**src/hw/rtl/hrc_pkg.sv**
```systemverilog
// Package for the hit rank comparator: shared constants and types.
// No dependencies.
package hrc_pkg;
  localparam int unsigned FieldW = 16;
  localparam int unsigned CountW = 5;

  typedef enum logic [1:0] {
    RegNatural = 2'd0,
    RegOrdered = 2'd1,
    RegFilters = 2'd2
  } reg_idx_e;

  typedef struct packed {
    logic decided;
    logic lower;
  } tier_t;
endpackage

```
**src/hw/rtl/hrc_key_stage.sv**
```systemverilog
// Stage 1: per-key compares (rank, filter scan, float classify, doc id).
// Depends on hrc_pkg.
module hrc_key_stage import hrc_pkg::*; #(
  parameter int unsigned MaxFilters = 16
) (
  input  logic              clk_i,
  input  logic              rst_ni,
  input  logic              valid_i,
  input  logic              ordered_i,
  input  logic              natural_i,
  input  logic [CountW-1:0] count_i,
  input  logic [31:0]       doc_a_i,
  input  logic [31:0]       doc_b_i,
  input  logic [31:0]       score_a_i,
  input  logic [31:0]       score_b_i,
  input  logic signed [31:0] rank_a_i,
  input  logic signed [31:0] rank_b_i,
  input  logic [FieldW-1:0] filter_bits_a_i,
  input  logic [FieldW-1:0] filter_bits_b_i,
  output logic              valid_o,
  output tier_t             rank_o,
  output tier_t             filt_o,
  output logic              natural_o,
  output logic              doc_gt_o,
  output logic              nan_o,
  output logic              zeros_o,
  output logic              sa_neg_o,
  output logic              sb_neg_o,
  output logic              mag_lt_o,
  output logic              mag_eq_o
);
  localparam int unsigned Lim = (MaxFilters < FieldW) ? MaxFilters : FieldW;

  logic [FieldW-1:0] mask, ma, mb, diff;
  tier_t rank_d, filt_d;

  always_comb begin
    for (int i = 0; i < FieldW; i++) begin
      mask[i] = (i < Lim) && (CountW'(i) < count_i);
    end
    ma = filter_bits_a_i & mask;
    mb = filter_bits_b_i & mask;
    // first set bit in either; isolate lowest set of (ma|mb)
    diff = (ma | mb) & (~(ma | mb) + FieldW'(1));
    filt_d.decided = |(diff & (ma ^ mb));
    filt_d.lower = |(diff & mb & ~ma);
    rank_d.decided = ordered_i && (rank_a_i != rank_b_i);
    rank_d.lower = rank_a_i > rank_b_i;
  end

  always_ff @(posedge clk_i or negedge rst_ni) begin
    if (!rst_ni) begin
      valid_o <= 1'b0;
    end else begin
      valid_o <= valid_i;
    end
  end

  always_ff @(posedge clk_i) begin
    rank_o    <= rank_d;
    filt_o    <= filt_d;
    natural_o <= natural_i;
    doc_gt_o  <= doc_a_i > doc_b_i;
    nan_o     <= ((score_a_i[30:23] == 8'hFF) && (score_a_i[22:0] != '0)) ||
                 ((score_b_i[30:23] == 8'hFF) && (score_b_i[22:0] != '0));
    zeros_o   <= (score_a_i[30:0] == '0) && (score_b_i[30:0] == '0);
    sa_neg_o  <= score_a_i[31];
    sb_neg_o  <= score_b_i[31];
    mag_lt_o  <= score_a_i[30:0] < score_b_i[30:0];
    mag_eq_o  <= score_a_i[30:0] == score_b_i[30:0];
  end
endmodule

```
**src/hw/rtl/hrc_base_stage.sv**
```systemverilog
// Stage 2: resolves the base key from the stage 1 float and doc flags.
// Depends on hrc_pkg.
module hrc_base_stage import hrc_pkg::*; (
  input  logic  clk_i,
  input  logic  rst_ni,
  input  logic  valid_i,
  input  tier_t rank_i,
  input  tier_t filt_i,
  input  logic  natural_i,
  input  logic  doc_gt_i,
  input  logic  nan_i,
  input  logic  zeros_i,
  input  logic  sa_neg_i,
  input  logic  sb_neg_i,
  input  logic  mag_lt_i,
  input  logic  mag_eq_i,
  output logic  valid_o,
  output tier_t rank_o,
  output tier_t filt_o,
  output logic  base_o
);
  logic eq, lt, base_d;

  always_comb begin
    eq = !nan_i && (zeros_i || ((sa_neg_i == sb_neg_i) && mag_eq_i));
    priority if (nan_i || zeros_i) begin
      lt = 1'b0;
    end else if (sa_neg_i != sb_neg_i) begin
      lt = sa_neg_i;
    end else if (sa_neg_i) begin
      lt = !mag_lt_i && !mag_eq_i;
    end else begin
      lt = mag_lt_i;
    end
    base_d = (natural_i || eq) ? doc_gt_i : lt;
  end

  always_ff @(posedge clk_i or negedge rst_ni) begin
    if (!rst_ni) begin
      valid_o <= 1'b0;
    end else begin
      valid_o <= valid_i;
    end
  end

  always_ff @(posedge clk_i) begin
    rank_o <= rank_i;
    filt_o <= filt_i;
    base_o <= base_d;
  end
endmodule

```
**src/hw/rtl/hit_rank_comparator.sv**
```systemverilog
// Top level of the hit rank comparator: config registers, three-stage pipe.
// Depends on hrc_pkg, hrc_key_stage, hrc_base_stage.
//
// Usage: drive the eight hit fields with start high; busy is always low,
// so one pair is taken every cycle. The result a_ranks_lower_o appears with
// done_o high for exactly one cycle, after the transfer has passed the registered stages
// (stage 1 key compares, stage 2 base key, stage 3 tier select).
// Throughput is one comparison per cycle; the receiver cannot stall.
// Configuration: cfg_we_i writes cfg_wdata_i to register cfg_idx_i
// (0 natural_order, 1 ordered_query, 2 filter_count); write only while idle.
// Reset clears registers and pipeline valid bits; nothing is in flight.
module hit_rank_comparator import hrc_pkg::*; #(
  parameter int unsigned MaxFilters = 16
) (
  input  logic              clk_i,
  input  logic              rst_ni,
  input  logic              cfg_we_i,
  input  logic [1:0]        cfg_idx_i,
  input  logic [CountW-1:0] cfg_wdata_i,
  input  logic              start,
  output logic              busy,
  input  logic [31:0]       doc_a_i,
  input  logic [31:0]       doc_b_i,
  input  logic [31:0]       score_a_i,
  input  logic [31:0]       score_b_i,
  input  logic signed [31:0] rank_a_i,
  input  logic signed [31:0] rank_b_i,
  input  logic [FieldW-1:0] filter_bits_a_i,
  input  logic [FieldW-1:0] filter_bits_b_i,
  output logic              done_o,
  output logic              a_ranks_lower_o
);
  logic natural_q, ordered_q;
  logic [CountW-1:0] count_q;

  always_ff @(posedge clk_i or negedge rst_ni) begin
    if (!rst_ni) begin
      natural_q <= 1'b0;
      ordered_q <= 1'b0;
      count_q   <= '0;
    end else if (cfg_we_i) begin
      unique case (cfg_idx_i)
        RegNatural: natural_q <= cfg_wdata_i[0];
        RegOrdered: ordered_q <= cfg_wdata_i[0];
        RegFilters: count_q   <= cfg_wdata_i;
        default: ;
      endcase
    end
  end

  assign busy = 1'b0;

  logic v1, nat1, dgt1, nan1, z1, san1, sbn1, mlt1, meq1;
  tier_t rank1, filt1, rank2, filt2;
  logic v2, base2;

  hrc_key_stage #(.MaxFilters(MaxFilters)) u_key (
    .clk_i, .rst_ni,
    .valid_i(start), .ordered_i(ordered_q), .natural_i(natural_q), .count_i(count_q),
    .doc_a_i, .doc_b_i, .score_a_i, .score_b_i, .rank_a_i, .rank_b_i,
    .filter_bits_a_i, .filter_bits_b_i,
    .valid_o(v1), .rank_o(rank1), .filt_o(filt1), .natural_o(nat1), .doc_gt_o(dgt1),
    .nan_o(nan1), .zeros_o(z1), .sa_neg_o(san1), .sb_neg_o(sbn1),
    .mag_lt_o(mlt1), .mag_eq_o(meq1)
  );

  hrc_base_stage u_base (
    .clk_i, .rst_ni, .valid_i(v1), .rank_i(rank1), .filt_i(filt1),
    .natural_i(nat1), .doc_gt_i(dgt1), .nan_i(nan1), .zeros_i(z1),
    .sa_neg_i(san1), .sb_neg_i(sbn1), .mag_lt_i(mlt1), .mag_eq_i(meq1),
    .valid_o(v2), .rank_o(rank2), .filt_o(filt2), .base_o(base2)
  );

  logic done_q, lower_q, lower_d;

  always_comb begin
    priority if (rank2.decided) begin
      lower_d = rank2.lower;
    end else if (filt2.decided) begin
      lower_d = filt2.lower;
    end else begin
      lower_d = base2;
    end
  end

  always_ff @(posedge clk_i or negedge rst_ni) begin
    if (!rst_ni) begin
      done_q <= 1'b0;
    end else begin
      done_q <= v2;
    end
  end

  always_ff @(posedge clk_i) begin
    lower_q <= lower_d;
  end

  assign done_o = done_q;
  assign a_ranks_lower_o = lower_q;

  a_latency: assert property (@(posedge clk_i) disable iff (!rst_ni)
    start |-> ##3 done_o) else $error("result lost");
  a_no_spurious: assert property (@(posedge clk_i) disable iff (!rst_ni)
    done_o |-> $past(start, 3)) else $error("spurious result");
  a_rank_wins: assert property (@(posedge clk_i) disable iff (!rst_ni)
    (v2 && rank2.decided) |=> (a_ranks_lower_o == $past(rank2.lower)))
    else $error("rank tier overridden");
endmodule

```
**config.mk**
```make
export PLATFORM = sky130hd
export DESIGN_NAME = hit_rank_comparator
export DESIGN_NICKNAME = d
export VERILOG_FILES = /design/src/hw/rtl/hrc_pkg.sv /design/src/hw/rtl/hrc_key_stage.sv /design/src/hw/rtl/hrc_base_stage.sv /design/src/hw/rtl/hit_rank_comparator.sv
export SDC_FILE = /design/constraint.sdc
export NUM_CORES = 1
export LEC_CHECK = 0
export BUFFER_PORTS_ARGS = -buffer_cell sky130_fd_sc_hd__buf_2
export CORE_MARGIN = 2
export CORE_UTILIZATION = 25
export CTS_CLUSTER_SIZE = 20
export DETAILED_ROUTE_END_ITERATION = 10
export PLACE_DENSITY = 0.49
export RECOVER_POWER = 25
export SETUP_SLACK_MARGIN = 0.15
export SYNTH_ARGS = -nofsm -noshare
export SYNTH_HDL_FRONTEND = slang
export SYNTH_HIERARCHICAL = 1
export SYNTH_SLANG_ARGS = --single-unit
```
**constraint.sdc**
```tcl
create_clock -name clk_i -period 6.4 [get_ports clk_i]
set_input_delay 0.32 -clock clk_i [delete_from_list [all_inputs] [get_ports clk_i]]
set_output_delay 0.32 -clock clk_i [all_outputs]
set_load 0.05 [all_outputs]
```
* Yosys cells after proc, flatten, opt, wreduce, memory -nomap -nowiden
Index checks and enable logic that the tools add are counted.
** Storage, ports and cells
- Flip-flop bits (word level) :: 28
- Bits of input ports :: 235
- Output and inout bits :: 3
- Word-level logic and storage cells :: 92
** Cells by class
- Add/subtract/negate cells :: 1
- $lt $le $gt $ge :: 19
- Equal/unequal tests :: 8
- Multiplexer cells :: 6
- Bitwise gates (word level) :: 10
- Reductions and logical operators :: 24
** Operators by type and width (number)
- $and 16x16->16 :: 6
- $gt 32x32->1 :: 2
- $logic_not 31->1 :: 2
- $reduce_bool 23->1 :: 2
- $lt 4x5->1 const A :: 8
- $ne 32x32->1 :: 1
- $not 16->16 :: 2
- $reduce_or 16->1 :: 2
- $eq 31x31->1 :: 1
- $lt 31x31->1 :: 1
- $lt 3x5->1 const A :: 4
- $add 16x1->16 const B :: 1
- $eq 8x8->1 const B :: 2
- $or 16x16->16 :: 1
- $xor 16x16->16 :: 1
- $lt 1x5->1 const A :: 2
- $lt 2x5->1 const A :: 2
- $logic_and 1x1->1 :: 7
- $mux 1 :: 6
- $reduce_and 2->1 :: 3
- $logic_or 1x1->1 :: 4
- $logic_not 1->1 :: 3
- $eq 2x1->1 const B :: 1
- $eq 2x2->1 const B :: 1
- other kinds (3) :: 3

* Depth between registers and ports, before layout
- Depth in word-level cells :: 9
- Mapped depth :: 11
- Gate-level depth less buffers :: 9

* By module
The synthesis kept the hierarchy.
** By module, submodules not included
- hrc_key_stage :: instances 1, cells each 507, area an instance 3676.0 um^2, sequential area each 265.3 um^2
- hit_rank_comparator :: instances 1, cells each 24, area an instance 387.9 um^2, sequential area each 220.2 um^2
- hrc_base_stage :: instances 1, cells each 17, area an instance 187.7 um^2, sequential area each 125.1 um^2

* Worst setup path before layout
OpenSTA, ideal clock, no wires.
- Path type :: reg2reg
- Start point :: reg count_q[1]
- End point :: reg u_key/filt_o[0] in the netlist's numbering
- Setup time :: 0.064 ns
- Arrival :: 2.588 ns
- Required time :: 6.336 ns
- Setup slack :: 3.748 ns
- Cell stages (with the launch flop) :: 11
- Buffers on the path :: 1
- Clock period less this slack :: 2.652 ns
- Cell sequence :: dfrtp_1 clkbuf_1 or4_1 o21ai_0 ha_1 nand4_1 nor2_1 and4_1 nor4b_1 and3b_1 nand4_1
** RTL lines
- start: declaration :: RTL line hit_rank_comparator.sv:34 : logic [CountW-1:0] count_q;
- start signal: assignment :: RTL line hit_rank_comparator.sv:45 : RegFilters: count_q <= cfg_wdata_i;
- end signal: assignment :: RTL line hrc_key_stage.sv:61 : filt_o <= filt_d;
- end: declaration :: RTL line hrc_key_stage.sv:22 : output tier_t filt_o,

==> flow_metrics.env <==
export IMPL_run_status="finished clean"
export IMPL_floorplan_core_area_mm2=0.0166
export IMPL_yosys_register_bits=28
export IMPL_final_core_util=0.348
export IMPL_grt_util_all_layers=0.139
export IMPL_layout_cells_most_common_list="sky130_fd_sc_hd__buf_2, sky130_fd_sc_hd__ha_1, sky130_fd_sc_hd__inv_1, sky130_fd_sc_hd__nand2_1, sky130_fd_sc_hd__a21oi_1"
export IMPL_maximum_number_of_pins_on_one_net_before_global_route_repair=17
export IMPL_critical_path_class="register to register"
export IMPL_clock_sinks=28
export IMPL_worstPathArrival_ns=3.13
export IMPL_routed_via_density=4.62
export IMPL_period_share=0.459
export IMPL_initial_core_utilization=0.256
export IMPL_post_synth_xor_area_fraction=0
export IMPL_ir_worst_vdd_uv=90.9
export IMPL_total_power_w=0.000743
export IMPL_timing_reg2reg_worst_path_depth=9
export IMPL_syn_nets=895
export IMPL_drt_iter0_drc=108
export IMPL_die_height_um=134
export IMPL_fp_dieArea_mm2=0.0181
export IMPL_final_net_count=1131
export IMPL_final_antenna_net_count=0
export IMPL_cts_buffers_inserted=3
export IMPL_static_leakage_power_nw=3.27
export IMPL_cts_hold_buffers=1
export IMPL_half_perimeter_wire_length_after_detailed_placement_um=11800
export IMPL_remaining_drc_errors=0
export IMPL_synth_top_family_by_area="adder cells"
export IMPL_vias=4630
export IMPL_worstPathMaxFanout=13
export IMPL_worst_min_delay_path_startpoint="score_b_i[31]"
export IMPL_synth_avg_cell_area_um2=7.76
export IMPL_final_common_cell="sky130_fd_sc_hd__buf_2"
export IMPL_synthFlopType="sky130_fd_sc_hd__dfxtp_1"
export IMPL_cp_end_kind="register"
export IMPL_report_final_slew_viol_count=0
export IMPL_max_freq_mhz=341
export IMPL_setup_slack_ns=3.46
export IMPL_clk_insertion_delay_late_ns=0.26
export IMPL_port_buffer_count=236
export IMPL_boundary_pin_count=238
export IMPL_ys_types=53
export IMPL_max_capacitance_violation_count=0
export IMPL_synth_compound_area_frac=0.181
export IMPL_timing_hold_violations_final=0
export IMPL_startpoint_type="register"
export IMPL_worst_case_register_to_register_setup_slack_ns=3.46
export IMPL_timing_clock_skew_ns=0.00276
export IMPL_gp_congestion=0.818
export IMPL_timing_hold_worst_class="input pin to register"
export IMPL_ys_warnings_count=6
export IMPL_post_cts_buffers=0
export IMPL_globalRouteOverflowTotal=0
export IMPL_grt_antenna_before_repair=0
export IMPL_synthToLayoutAreaGrowth_pct=35.6
export IMPL_min_period_ns=2.94
export IMPL_async_s_r_ff_share_synth=0.357
export IMPL_fp_dieW_um=134
export IMPL_hold_path_endpoint="u_key/sb_neg_o"
export IMPL_endpoint_of_the_worst_register_to_register_path="u_key/filt_o[0]"
export IMPL_bufs_on_longest_clock_path=2
export IMPL_crit_required_ns=6.60
export IMPL_cts_tree="built"
export IMPL_fp_row_count=47
export IMPL_post_synthesis_cell_area_mm2=0.00425
export IMPL_finalSetupTns_ns=0
export IMPL_number_of_global_route_vias_before_repair=4683
export IMPL_post_cts_resized=0
export IMPL_antenna_cells=0
export IMPL_layout_drive_gt1_share=0.322
export IMPL_route_detailed_wl_per_inst_um=12.8
export IMPL_post_synth_inst_count=548
export IMPL_unrepaired_setup_endpoints_after_global_routing="no"
export IMPL_synthMuxAreaShare=0.0300
export IMPL_timing_rr_start="count_q[2]"
export IMPL_whs_path_depth=1
export IMPL_routed_wirelength_um=12800
export IMPL_clockRootBuffer="sky130_fd_sc_hd__clkbuf_16"
export IMPL_synth_simple_gate_area_frac=0.218
export IMPL_dp_worst_setup_slack_ns=3.51
export IMPL_cts_reportedPaths_clkPinSlew_ns=0.07
export IMPL_synth_edff_count=0
export IMPL_h_tree_depth=1
export IMPL_synth_adder_area_share=0.330
export IMPL_seq_total_area_yosys=0.144
export IMPL_power_per_cell_area_mw_per_mm2=129
export IMPL_wire_length_of_the_first_global_routing_pass_um=20800
export IMPL_finalSetupViolCount=0
export IMPL_drt_pre_antenna_iters=4
## worst max-delay path, stage by stage (launching register included)
cell                      delay (ns)
sky130_fd_sc_hd__dfrtp_1        0.51
sky130_fd_sc_hd__or4_1          0.61
sky130_fd_sc_hd__o21ai_0        0.26
sky130_fd_sc_hd__ha_1           0.28
sky130_fd_sc_hd__nand4_1        0.13
sky130_fd_sc_hd__nor2_1         0.25
sky130_fd_sc_hd__and4_1         0.30
sky130_fd_sc_hd__nor4b_1        0.26
sky130_fd_sc_hd__and3b_1        0.21
sky130_fd_sc_hd__nand4_1        0.07
## cell type report
cell class	count	area (µm²)
timing repair buffer	237	1190
multi-input combinational	412	3230
clock buffer	4	78.8
tap	220	275
fill	1826	10800
sequential	28	611
inverter	102	383
## power by group
part           total [W]  internal [W]  switching, W
clock           0.000141     0.0000852     0.0000554
sequential      0.000228      0.000202     0.0000260
combinational   0.000375      0.000185      0.000190
total           0.000743      0.000471      0.000272
## how the worst max path moves through the flow
stage          startpoint         endpoint  slack, ns
2_1_floorplan  count_q[1]  u_key/filt_o[0]       3.75
3_3_place_gp   count_q[4]  u_key/filt_o[0]       3.59
3_5_place_dp   count_q[4]  u_key/filt_o[0]       3.51
4_1_cts        count_q[2]  u_key/filt_o[0]       3.49
5_1_grt        count_q[4]  u_key/filt_o[0]       3.16
6_report       count_q[2]  u_key/filt_o[0]       3.46
## cell families (layout without fill, tap and decap cells)
family | Yosys count | after routing
mux | 10 | 10
other cells | 1 | 1
fa+ha+maj | 112 | 112
buf+inv | 108 | 343
simple gates | 168 | 168
flops | 28 | 28
compound gates | 121 | 121
## through the flow
stage	hold slack, ns	std cells	cell area [µm²]
floorplan	0.0244	548	4250
global placement	0.199	998	5680
detailed placement	0.201	998	5680
CTS	0.149	1003	5770
global route	0.143	1003	5770
finish	0.160	1003	5770
## cells in the mapped netlist (3+ instances only)
cell type	instances	area, µm²
sky130_fd_sc_hd__ha_1	112	1400
sky130_fd_sc_hd__inv_1	102	383
sky130_fd_sc_hd__nand2_1	39	146
sky130_fd_sc_hd__a21oi_1	34	170
sky130_fd_sc_hd__o21ai_0	32	160
sky130_fd_sc_hd__nand4_1	26	163
sky130_fd_sc_hd__nor4_1	20	125
sky130_fd_sc_hd__a21o_1	19	143
sky130_fd_sc_hd__dfxtp_1	18	360
sky130_fd_sc_hd__nor2_1	17	63.8
sky130_fd_sc_hd__nand3_1	15	75.1
sky130_fd_sc_hd__nor3_1	14	70.1
sky130_fd_sc_hd__dfrtp_1	10	250
sky130_fd_sc_hd__a211oi_1	8	60.1
sky130_fd_sc_hd__nor2b_1	7	43.8
sky130_fd_sc_hd__mux2_4	5	75.1
sky130_fd_sc_hd__o21a_1	5	37.5
sky130_fd_sc_hd__nand2b_1	4	25.0
sky130_fd_sc_hd__nor4b_1	4	35.0
sky130_fd_sc_hd__o211ai_1	4	30.0
sky130_fd_sc_hd__and2_1	3	18.8
sky130_fd_sc_hd__and4_1	3	26.3
sky130_fd_sc_hd__mux2i_1	3	30.0
sky130_fd_sc_hd__nand3b_1	3	22.5
sky130_fd_sc_hd__or3_1	3	18.8
## registers in the layout (all words and copies together), names as in the netlist, 2 cells and up
register       count
u_base/filt_o      2
u_key/rank_o       2
u_base/rank_o      2
u_key/filt_o       2
count_q            5
## per-layer routing
layer  up-vias  wire [µm]  global-route usage
met1      1991       5720               0.175
met5         -          0                   0
met2       173       6140               0.256
met4         0         91              0.0146
li1       2458          -                   -
met3         8        892              0.0204
Power figures use the tool's default switching activity.
